[config.mk]
export PLATFORM = sky130hd
export DESIGN_NAME = bpq_ctrl
export DESIGN_NICKNAME = d
export VERILOG_FILES = /design/src/sv/bucket_priority_queue_lifo_core_defines.svh /design/src/sv/bpq_pkg.sv /design/src/sv/bpq_ctrl.sv
export SDC_FILE = /design/constraint.sdc
export NUM_CORES = 1
export LEC_CHECK = 0
export BUFFER_PORTS_ARGS = -buffer_cell sky130_fd_sc_hd__buf_2
export CELL_PAD_IN_SITES_DETAIL_PLACEMENT = 1
export CELL_PAD_IN_SITES_GLOBAL_PLACEMENT = 1
export CORE_AREA = 2 2 39 41
export DETAILED_ROUTE_END_ITERATION = 8
export DIE_AREA = 0 0 41 43
export HOLD_SLACK_MARGIN = 0.12
export PLACE_DENSITY_LB_ADDON = 0.08
export SETUP_SLACK_MARGIN = 0.2
export SYNTH_ARGS = -nofsm -noshare
export SYNTH_HDL_FRONTEND = slang
export SYNTH_SLANG_ARGS = --single-unit
[constraint.sdc]
create_clock -name clock -period 1.4 [get_ports clock]
set_input_delay 0.21 -clock clock [delete_from_list [all_inputs] [get_ports clock]]
set_output_delay 0.21 -clock clock [all_outputs]
set_load 0.1 [all_outputs]
[src/sv/bucket_priority_queue_lifo_core_defines.svh]
// Assertion macros shared by the queue RTL.
// Include with the bare file name; no other dependencies.
`ifndef BUCKET_PRIORITY_QUEUE_LIFO_CORE_DEFINES_SVH
`define BUCKET_PRIORITY_QUEUE_LIFO_CORE_DEFINES_SVH

// Implication checked at every rising clock edge outside reset.
`define BPQ_ASSERT_IMP(label, clk, rst, ante, cons, msg) \
   label: assert property (@(posedge clk) disable iff (rst) (ante) |-> (cons)) \
      else $error(msg);

// Next-cycle implication checked outside reset.
`define BPQ_ASSERT_NEXT(label, clk, rst, ante, cons, msg) \
   label: assert property (@(posedge clk) disable iff (rst) (ante) |=> (cons)) \
      else $error(msg);

`endif

[src/sv/bpq_pkg.sv]
// Shared types and constants for the bucket priority queue.
// No dependencies.
`default_nettype none
package bpq_pkg;
   localparam int NumKeysDefault    = 256;
   localparam int CapacityDefault   = 1024;
   localparam int EntryWidthDefault = 32;
   localparam int KeyW    = 8;
   localparam int DataW   = 32;
   localparam int CountW  = 11;
   localparam int StatusW = 2;

   localparam logic [1:0] FUNC_INSERT = 2'd0;
   localparam logic [1:0] FUNC_REMOVE = 2'd1;
   localparam logic [1:0] FUNC_PEEK   = 2'd2;
   localparam logic [1:0] FUNC_CLEAR  = 2'd3;

   localparam logic [1:0] STAT_OK    = 2'd0;
   localparam logic [1:0] STAT_EMPTY = 2'd1;
   localparam logic [1:0] STAT_FULL  = 2'd2;

   // Controller to datapath commands.
   typedef struct packed {
      logic load;    // capture the request, start the key scan
      logic scan;    // advance the occupancy scan
      logic exec;    // apply the operation, build the response
   } bpq_cmd_type;

   // Datapath to controller status.
   typedef struct packed {
      logic scan_done;
   } bpq_stat_type;
endpackage
`default_nettype wire

[src/sv/bpq_ctrl.sv]
// Controller: sequences load, scan, memory read and execute for one beat.
// Depends on bpq_pkg.
`default_nettype none
module bpq_ctrl import bpq_pkg::*; (
   input  wire logic         clock,
   input  wire logic         reset,
   input  wire logic         req_fire,
   input  wire logic         rsp_free,
   input  bpq_stat_type      stat,
   output bpq_cmd_type       cmd,
   output logic              busy
);
   typedef enum logic [2:0] {S_IDLE, S_SCAN, S_READ, S_FETCH, S_EXEC} state_type;
   state_type state_ff, state_in;

   always_comb begin
      state_in = state_ff;
      cmd = '0;
      unique case (state_ff)
         S_IDLE: begin
            if (req_fire) begin
               cmd.load = 1'b1;
               state_in = S_SCAN;
            end
         end
         S_SCAN: begin
            cmd.scan = 1'b1;
            if (stat.scan_done) state_in = S_READ;
         end
         // Bucket top read, then the slot link and payload read behind it.
         S_READ: state_in = S_FETCH;
         S_FETCH: state_in = S_EXEC;
         S_EXEC: begin
            if (rsp_free) begin
               cmd.exec = 1'b1;
               state_in = S_IDLE;
            end
         end
         default: state_in = S_IDLE;
      endcase
   end

   always_ff @(posedge clock) begin
      if (reset) state_ff <= S_IDLE;
      else       state_ff <= state_in;
   end

   assign busy = (state_ff != S_IDLE);
endmodule
`default_nettype wire

# Word level (Yosys, flattened, before mapping)
# Index checks and enable logic that the tools add are counted.
[word_totals]
register_bits = 3
input_bits = 5
output_inout_bits = 4
elab_cells = 20
[classes]
n_eq_ne = 7
n_mux = 9
n_reduce_logical = 3
[ops]
columns = ["op", "count"]
rows = [
  ["$pmux W3 S5", 1],
  ["$mux W3", 3],
  ["$eq A3 B2 Y1 const B", 2],
  ["$ne A2 B2 Y1 const B", 3],
  ["$mux W1", 5],
  ["$eq A3 B1 Y1 const B", 1],
  ["$eq A3 B3 Y1 const B", 1],
  ["$logic_not A3 Y1", 1],
  ["$reduce_and A3 Y1", 1],
  ["$reduce_bool A3 Y1", 1],
]

# Depth between registers and ports, before layout
# Gate-level depths: netlist of run 1.
[logic_depth]
word_depth = 3
ltp_mapped = 2

# Least setup slack after synthesis of run 1
# OpenSTA, ideal clock, no wires.
[synth_path]
path_type = "register to output"
start = "register state_ff[0]"
end = "output port cmd[1] in the netlist's numbering"
arrival_time_ns = 2.627
t_required_ns = 1.190
setup_slack_ns = -1.437
path_stages_with_launch = 2
path_cell_list = "dfxtp_1 -> nor3b_1"
[synth_lines]
columns = ["element", "line", "text"]
rows = [
  ["start: declaration", "bpq_ctrl.sv:14", "state_type state_ff, state_in;"],
  ["start signal: assignment", "bpq_ctrl.sv:45", "else state_ff <= state_in;"],
  ["end: declaration", "bpq_ctrl.sv:10", "output bpq_cmd_type cmd,"],
]

==> flow_summary.toml, run 1 <==
[worst_setup_path]
startpoint = "state_ff[2]$_SDFFE_PP0P_"
crit_path_end_kind = "output pin"
crit_path_top_delay_cell = "or3_4"
setup.worst_path.start_class = "register"
path_class = "reg2out"
r2r-start = "state_ff[2]$_SDFFE_PP0P_"
arrival_ps = 1260
cp_cell_sequence = "or3_4 > nor2_4 > buf_12"
required_ps = 1190
crit_path_max_fanout = 2
crit_path_max_incr_delay_ps = 400

[grt]
grt_pass1_wl_um = 1100
grt_use_total_pct = 9.83
grt-ovfl-total = 0
antenna_found_initial = 0
grt_max_degree = 10
grt_pass1_vias = 248

[power_and_ir_drop]
finalPower_uw = 435
p_per_area_nw_per_um2 = 1030
max-vdd-ir-drop_v = 0.000295
leakagePower_nw = 0.165

[synthesis]
ys_seq_elements = 3
ys_async_sr_fraction_pct = 0
yosysWarnings = 0
synth.avg_cell_area_um2 = 8.83
yosys.area.top_type_share_pct = 37.8
synth_area_leaders = "dfxtp_1, a211oi_1, nand3b_1"
yosysMostFrequentCell = "dfxtp_1"
synth_common_cells = "dfxtp_1, a211oi_1, nand3b_1"
seq_area_frac_synth_pct = 37.8
ys.flop_type = "dfxtp_1"
synth-edff-count = 0
synthCells = 18
ys_types = 14
syn_area_um2 = 159
synth_nets = 23
synth_area_leader_cell = "dfxtp_1"

[floorplan]
die_h_um = 43
dieArea_um2 = 1760
start_util_pct = 11.5
ios = 9
rows = 14
dieWidth_um = 41
coreArea_um2 = 1380

[detailed_routing]
dr_total_vias = 218
routed_wl_um = 649
routed_via_density = 4.11
wl_per_cell_um = 12.2
drt_iter0_markers = 1
drc_errors = 0
first_pass_iters = 4
ant_nets = 0

[final_layout]
drive_gt1_share_pct = 78.4
num_antenna_cells = 0
syn_to_final_growth_pct = 165
biggestRegsByFlops = "state_ff (3)"
fin_nets = 43
fillCellCount = 165
finalInstanceArea_um2 = 420
top_register = "state_ff"
largest_reg_flops = 3
final_cell_mix = "buf_2, buf_4, buf_6"

[placed_design]
place_congestion = 0.697
port_buffers = 8
placement.cell_area_um2 = 309

[sta]
setup_viol = 3
skew_ps = 0.412
maxSlewHeadroom_pct = 81.7
hold_violations = 0
fin_crit_ps = 1470
rsz0062_at_grt = "yes"
period_share_pct = 105
maxSlewViolCount = 0
setup_ws_ps = -68.1
worst_slew_pin_slew_ps = 277
max_freq_mhz = 681

[cts]
clkLatencyLatePin_ps = 230
cts_root_buf = "clkbuf_4"
cts_made_buffers = 3
h-tree-depth = 1
cts_tree = "done"
cts_max_path_buffers = 2
clk_pin_slew_ps = 40
clkSinkCount = 3

[hold_path]
hold_start = "reset"
hp-class = "in2reg"

[run_status]
violations = "negative setup slack"
outcome = "finished, violations left"

[flow_run]
cap_violations = 0
-- path summary, 6_finish.rpt --
path	to	slack, ps	cells after the start
min reg2reg	state_ff[1]$_SDFFE_PP0P_	550	2
min	state_ff[2]$_SDFFE_PP0P_	180	2
max	cmd[2]	-70	3
max reg2reg	state_ff[2]$_SDFFE_PP0P_	190	4
-- through the flow --
step	hold WS [ps]	utilization [%]	setup TNS [ps]	cells	setup slack (ps)
after floorplan	272	-	-389	18	-249
after global placement	406	22.3	0	43	152
after detailed placement	405	22.3	0	43	138
after CTS	159	29.4	-140	53	-77.9
after global routing	171	30.4	-314	53	-121
final	178	30.4	-127	53	-68.1
-- logic make-up after synthesis --
logic type,count (synthesis),share of synthesized area (%)
flops,3,37.8
buf+inv,1,2.36
simple gates,10,42.5
compound gates,4,17.3
-- worst max-delay path: cells and delay by family (launching register included) --
kind	cells	cell delay, ps
and+or+nand+nor	2	510
buffers and inverters	1	180
DFF	1	340
-- final cells by class --
| type | count | area (µm²) | share of cell area [%] |
|---|---|---|---|
| clock buffers | 4 | 26.3 | 6.25 |
| inverters | 1 | 3.75 | 0.893 |
| repair buffers | 15 | 155 | 36.9 |
| flip-flops and latches | 3 | 71.3 | 17.0 |
| multi-input cells | 14 | 144 | 34.2 |
| well taps | 16 | 20.0 | 4.76 |
-- timing repair --
| item | 4_1_cts | 5_1_grt |
|---|---|---|
| setup buffers | 6 | 0 |
| hold buffers | 0 | 0 |
| setup endpoints to repair | 5 | 6 |
| pin swaps | 6 | 1 |
| gates resized for setup | 8 | 4 |
-- power breakdown --
| group | total, mW | switching [mW] | internal, mW | leakage, nW |
|---|---|---|---|---|
| Sequential | 0.0995 | 0.0102 | 0.0893 | 0.0267 |
| Clock | 0.154 | 0.0473 | 0.107 | 0.0150 |
| Combinational | 0.181 | 0.110 | 0.0706 | 0.124 |
-- layer usage --
| metal | routed length, µm | GRT usage, % |
|---|---|---|
| met2 | 385 | 15.9 |
| met4 | 14 | 6.00 |
| met5 | 0 | 0 |
| met3 | 22 | 4.71 |
| met1 | 227 | 9.29 |
(Power assumes the default switching activity.)
==> run 2, diff against run 1 <==
--- a/config.mk
+++ b/config.mk
@@ -5,6 +5,7 @@
 export SDC_FILE = /design/constraint.sdc
 export NUM_CORES = 1
 export LEC_CHECK = 0
+export ABC_AREA = 1
 export BUFFER_PORTS_ARGS = -buffer_cell sky130_fd_sc_hd__buf_2
 export CELL_PAD_IN_SITES_DETAIL_PLACEMENT = 1
 export CELL_PAD_IN_SITES_GLOBAL_PLACEMENT = 1
==> run 2 against run 1 <==
  * The flow now finishes without violations
  * Setup slack better by 100 ps
  * Sequential power up 32%
  * Clock power decreased by 5%
  * Synthesized area is 14% higher
  * Final cell count increased by 17%
  * Clock skew is essentially flat
  * Non-clock buffer count is 3 lower
  * Via count increased by 12%
  * Critical endpoint is now cmd[0]
  * Highest routed layer is now met3
==> flow_summary.toml, run 2 <==
[run_status]
outcome = "finished, final reports clean"

[cts]
cts_tree = "done"
cts_made_buffers = 3
cts_max_path_buffers = 2
clkSinkCount = 3
clkLatencyLatePin_ps = 230
clk_pin_slew_ps = 30
h-tree-depth = 1
cts_root_buf = "clkbuf_4"

[synthesis]
ys_seq_elements = 3
synth_area_leader_cell = "dfxtp_1"
synth_area_leaders = "dfxtp_1, inv_1, nand3_1"
synth-edff-count = 0
synth_nets = 35
seq_area_frac_synth_pct = 33.1
ys_async_sr_fraction_pct = 0
yosys.area.top_type_share_pct = 33.1
synth_common_cells = "inv_1, nand3_1, nor2_1, nand2_1"
ys_types = 9
synth.avg_cell_area_um2 = 6.05
synthCells = 30
yosysMostFrequentCell = "inv_1"
syn_area_um2 = 181
ys.flop_type = "dfxtp_1"
yosysWarnings = 0

[final_layout]
drive_gt1_share_pct = 58.7
syn_to_final_growth_pct = 128
layout_commonest_cell = "nand3_1"
num_antenna_cells = 0
final_cell_mix = "nand3_1, inv_1, nor2_1, buf_2, buf_12"
top_register = "state_ff"
finalInstanceArea_um2 = 413
largest_reg_flops = 3
fin_nets = 52
biggestRegsByFlops = "state_ff (3)"

[detailed_routing]
routed_wl_um = 505
wl_per_cell_um = 8.15
first_pass_iters = 2
drt_iter0_markers = 2
drc_errors = 0
routed_via_density = 3.94
dr_total_vias = 244
ant_nets = 0

[grt]
grt_pass1_wl_um = 869
grt-ovfl-total = 0
antenna_found_initial = 0
grt_pass1_vias = 229
grt_use_total_pct = 7.14
grt_max_degree = 7

[sta]
maxSlewHeadroom_pct = 88.2
period_share_pct = 97.5
skew_ps = 0.698
setup_viol = 0
rsz0062_at_grt = "yes"
fin_crit_ps = 1370
maxSlewViolCount = 0
worst_slew_pin_slew_ps = 177
max_freq_mhz = 732
hold_violations = 0

[floorplan]
dieWidth_um = 41
die_h_um = 43
ios = 9
rows = 14
coreArea_um2 = 1380
dieArea_um2 = 1760
start_util_pct = 13.1

[placed_design]
dp_hpwl_um = 396
placement.cell_area_um2 = 352
port_buffers = 8
place_congestion = 0.752

[flow_run]
cap_violations = 0

[worst_setup_path]
path_class = "reg2out"
crit_path_max_fanout = 4
crit_path_end_kind = "output pin"
setup.worst_path.start_class = "register"
arrival_ps = 1160
required_ps = 1190

[hold_path]
hp-class = "in2reg"

[power_and_ir_drop]
finalPower_uw = 821
p_per_area_nw_per_um2 = 1990
max-vdd-ir-drop_v = 0.000505
leakagePower_nw = 0.197
-- run 2: cell count changes in the layout (fill, tap and decap cells not counted), moves of 2 or more --
cell and change:
inv_1 +3, buf_6 -3, dfxtp_2 +2, nand2_1 +3
nand3_1 +5, dfxtp_4 -2, inv_2 +2, nor2_1 +4
nand3b_1 -2
-- run 2: critical path, stage by stage (launching register included) --
cell     delay (ps)
dfxtp_4         350
nor2_4          160
inv_2            70
nor3_4          150
buf_12          200
-- run 2: area by class of cell --
| cell class | instances | area, µm² |
|---|---|---|
| fill | 171 | 971 |
| multi-input combinational | 20 | 138 |
| timing repair buffer | 12 | 134 |
| sequential | 3 | 66.3 |
| inverter | 7 | 28.8 |
| clock buffer | 4 | 26.3 |
| tap | 16 | 20.0 |
-- run 2: power by group --
| group | internal [mW] | switching (mW) |
|---|---|---|
| clock | 0.106 | 0.0397 |
| sequential | 0.106 | 0.0250 |
| combinational | 0.215 | 0.328 |
-- run 2: routing by layer --
metal | routed length [µm] | up-vias | track usage (%)
met5 | 0 | - | 0
met4 | 0 | 0 | 4.00
met3 | 35 | 0 | 1.57
met2 | 261 | 6 | 11.3
met1 | 208 | 110 | 8.39
li1 | - | 128 | -
-- run 2: cell families after synthesis --
logic type | after synthesis | share of synthesized area [%]
buffers and inverters | 7 | 14.5
AO/OA/AOI/OAI | 1 | 2.76
AND/OR/NAND/NOR | 19 | 49.7
flip-flops | 3 | 33.1
-- run 2: through the flow --
stage,cells,worst slack (ps),utilization [%],TNS [ps],hold WS [ps]
6_report,62,34.7,29.8,0,163
5_1_grt,62,-27.7,29.8,-28.5,163
4_1_cts,61,21.8,29.0,0,156
3_5_place_dp,54,199,25.4,0,403
3_3_place_gp,54,192,25.4,0,405
2_1_floorplan,30,-159,-,-251,279
-- run 2: timing repair --
action	CTS	global route
hold buffers	0	0
resized for setup	1	1
endpoints found under the setup margin	4	4
pin swaps	4	2
setup buffers	3	1
-- run 2: worst paths after layout --
kind	slack (ps)	endpoint	from	cells past startpoint
setup / recovery	30	cmd[0]	state_ff[0]$_SDFFE_PP0P_	4
hold reg to reg	540	state_ff[2]$_SDFFE_PP0P_	state_ff[1]$_SDFFE_PP0P_	2
setup reg to reg	370	state_ff[0]$_SDFFE_PP0P_	state_ff[0]$_SDFFE_PP0P_	8
hold / removal	160	state_ff[2]$_SDFFE_PP0P_	reset	2
==> run 3, diff against run 2 <==
--- a/config.mk
+++ b/config.mk
@@ -5,8 +5,7 @@
 export SDC_FILE = /design/constraint.sdc
 export NUM_CORES = 1
 export LEC_CHECK = 0
-export ABC_AREA = 1
-export BUFFER_PORTS_ARGS = -buffer_cell sky130_fd_sc_hd__buf_2
+export BUFFER_PORTS_ARGS = -buffer_cell sky130_fd_sc_hd__buf_4
 export CELL_PAD_IN_SITES_DETAIL_PLACEMENT = 1
 export CELL_PAD_IN_SITES_GLOBAL_PLACEMENT = 1
 export CORE_AREA = 2 2 39 41
==> run 3 against run 2 <==
  * The run now ends with negative setup slack left
  * Largest cell class is now buffers
  * Register-to-register slack got worse by 240 ps
  * Count of clock-buffer cells in the layout unchanged
  * Maximum frequency decreased by 6.3%
  * Highest routed layer is now met4
  * Clock skew increased by 3.2 ps
  * Sequential share of layout area increased by 0.36 points
  * Die area unchanged
  * Final cell count decreased by 15%
==> flow_summary.toml, run 3 (same netlist as run 1, synthesis figures left out) <==
[run_status]
outcome = "finished, violations left"
violations = "negative setup slack"

[final_layout]
fin_cells = 53
largest_reg_flops = 3
num_antenna_cells = 0
final_cell_mix = "buf_4, clkbuf_4, buf_12, buf_6"
drive_gt1_share_pct = 75.7
biggestRegsByFlops = "state_ff (3)"
syn_to_final_growth_pct = 164
top_register = "state_ff"
layout_commonest_cell = "buf_4"
fin_nets = 43
final_util_pct = 30.3

[worst_setup_path]
startpoint = "state_ff[2]$_SDFFE_PP0P_"
setup.worst_path.start_class = "register"
path_class = "reg2out"
arrival_ps = 1250
crit_path_max_fanout = 3
r2r-start = "state_ff[1]$_SDFFE_PP0P_"
crit_path_end_kind = "output pin"
required_ps = 1190
crit_path_top_delay_cell = "or3_4"
crit_family = "simple AND/OR/NAND/NOR gates"
crit_path_max_incr_delay_ps = 380
critPathBufInv = 1
cp_cell_sequence = "or3_4 > nor2_4 > buf_12"

[sta]
worst_slew_pin_slew_ps = 279
setup-tns-final_ps = -70.6
skew_ps = 3.92
maxSlewHeadroom_pct = 81.6
max_freq_mhz = 686
hold_violations = 0
rsz0062_at_grt = "yes"
period_share_pct = 104
setup_ws_ps = -57.2
setup_viol = 2
maxSlewViolCount = 0
fin_crit_ps = 1460

[floorplan]
rows = 14
coreArea_um2 = 1380
dieWidth_um = 41
ios = 9
start_util_pct = 11.5
die_h_um = 43
dieArea_um2 = 1760

[cts]
clkSinkCount = 3
clk_pin_slew_ps = 40
cts_max_path_buffers = 2
cts_made_buffers = 3
clkLatencyLatePin_ps = 240
h-tree-depth = 1
cts_tree = "done"
cts_root_buf = "clkbuf_4"

[grt]
grt-ovfl-total = 0
grt_use_total_pct = 7.72
grt_pass1_wl_um = 862
grt_max_degree = 9
grt_pass1_vias = 216
antenna_found_initial = 0

[detailed_routing]
dr_total_vias = 221
drt_iter0_markers = 0
routed_via_density = 4.17
first_pass_iters = 1
routed_wl_um = 575
drc_errors = 0
wl_per_cell_um = 10.8
ant_nets = 0

[placed_design]
dp_hpwl_um = 396
dpl_worst_slack_ps = 81.0
dp_cells = 45
place_congestion = 0.701
port_buffers = 8

[hold_path]
hp-class = "in2reg"
hold_start = "reset"

[power_and_ir_drop]
clkPwrFrac_pct = 35.3
pwr-share-seq_pct = 21.6
swShare_pct = 38.0
internal_power_uw = 270
netSwitchingPower_uw = 166
leakagePower_nw = 0.167
max-vdd-ir-drop_v = 0.000237
finalPower_uw = 436
p_per_area_nw_per_um2 = 1040
p_comb_share_pct = 43.1

[flow_run]
cap_violations = 0
## run 3: power groups by stage
| stage | clock network (mW) | registers (mW) | logic (mW) |
|---|---|---|---|
| floorplan | 0 | 0.104 | 0.109 |
| global placement | 0 | 0.0988 | 0.153 |
| detailed placement | 0 | 0.0988 | 0.154 |
| CTS | 0.162 | 0.0954 | 0.178 |
| global route | 0.173 | 0.0951 | 0.195 |
| finish | 0.154 | 0.0942 | 0.188 |
## run 3: area by class of cell
type	count	area [µm²]
clock buffers	4	26.3
fillers	160	965
inverters	1	3.75
multi-input cells	14	139
flip-flops and latches	3	68.8
well taps	16	20.0
repair buffers	15	161
## run 3: path summary, 6_finish.rpt
| path | to | slack [ps] | cells after the start |
|---|---|---|---|
| setup reg to reg | state_ff[0]$_SDFFE_PP0P_ | 130 | 4 |
| hold reg to reg | state_ff[1]$_SDFFE_PP0P_ | 550 | 2 |
| hold / removal | state_ff[2]$_SDFFE_PP0P_ | 150 | 2 |
| setup / recovery | cmd[2] | -60 | 3 |
## run 3: what timing repair did
item | CTS | global route
hold buffers | 0 | 0
setup buffers | 1 | 3
resized for setup | 14 | 3
cloned | 0 | 0
pin swaps | 4 | 4
setup endpoints to repair | 5 | 5
## run 3: metrics by stage
| stage | instance area, µm² | hold slack (ps) |
|---|---|---|
| 6_report | 419 | 148 |
| 4_1_cts | 385 | 144 |
| 5_1_grt | 419 | 145 |
| 3_3_place_gp | 299 | 395 |
| 3_5_place_dp | 299 | 397 |
| 2_1_floorplan | 196 | 272 |
## run 3: metal layers
metal / routed length, µm / global-route usage, % / share of wire (%)
met3: 23 / 3.14 / 4.0
met2: 319 / 12.8 / 55
met1: 215 / 6.71 / 37
met5: 0 / 0 / 0
met4: 17 / 6.00 / 3.0
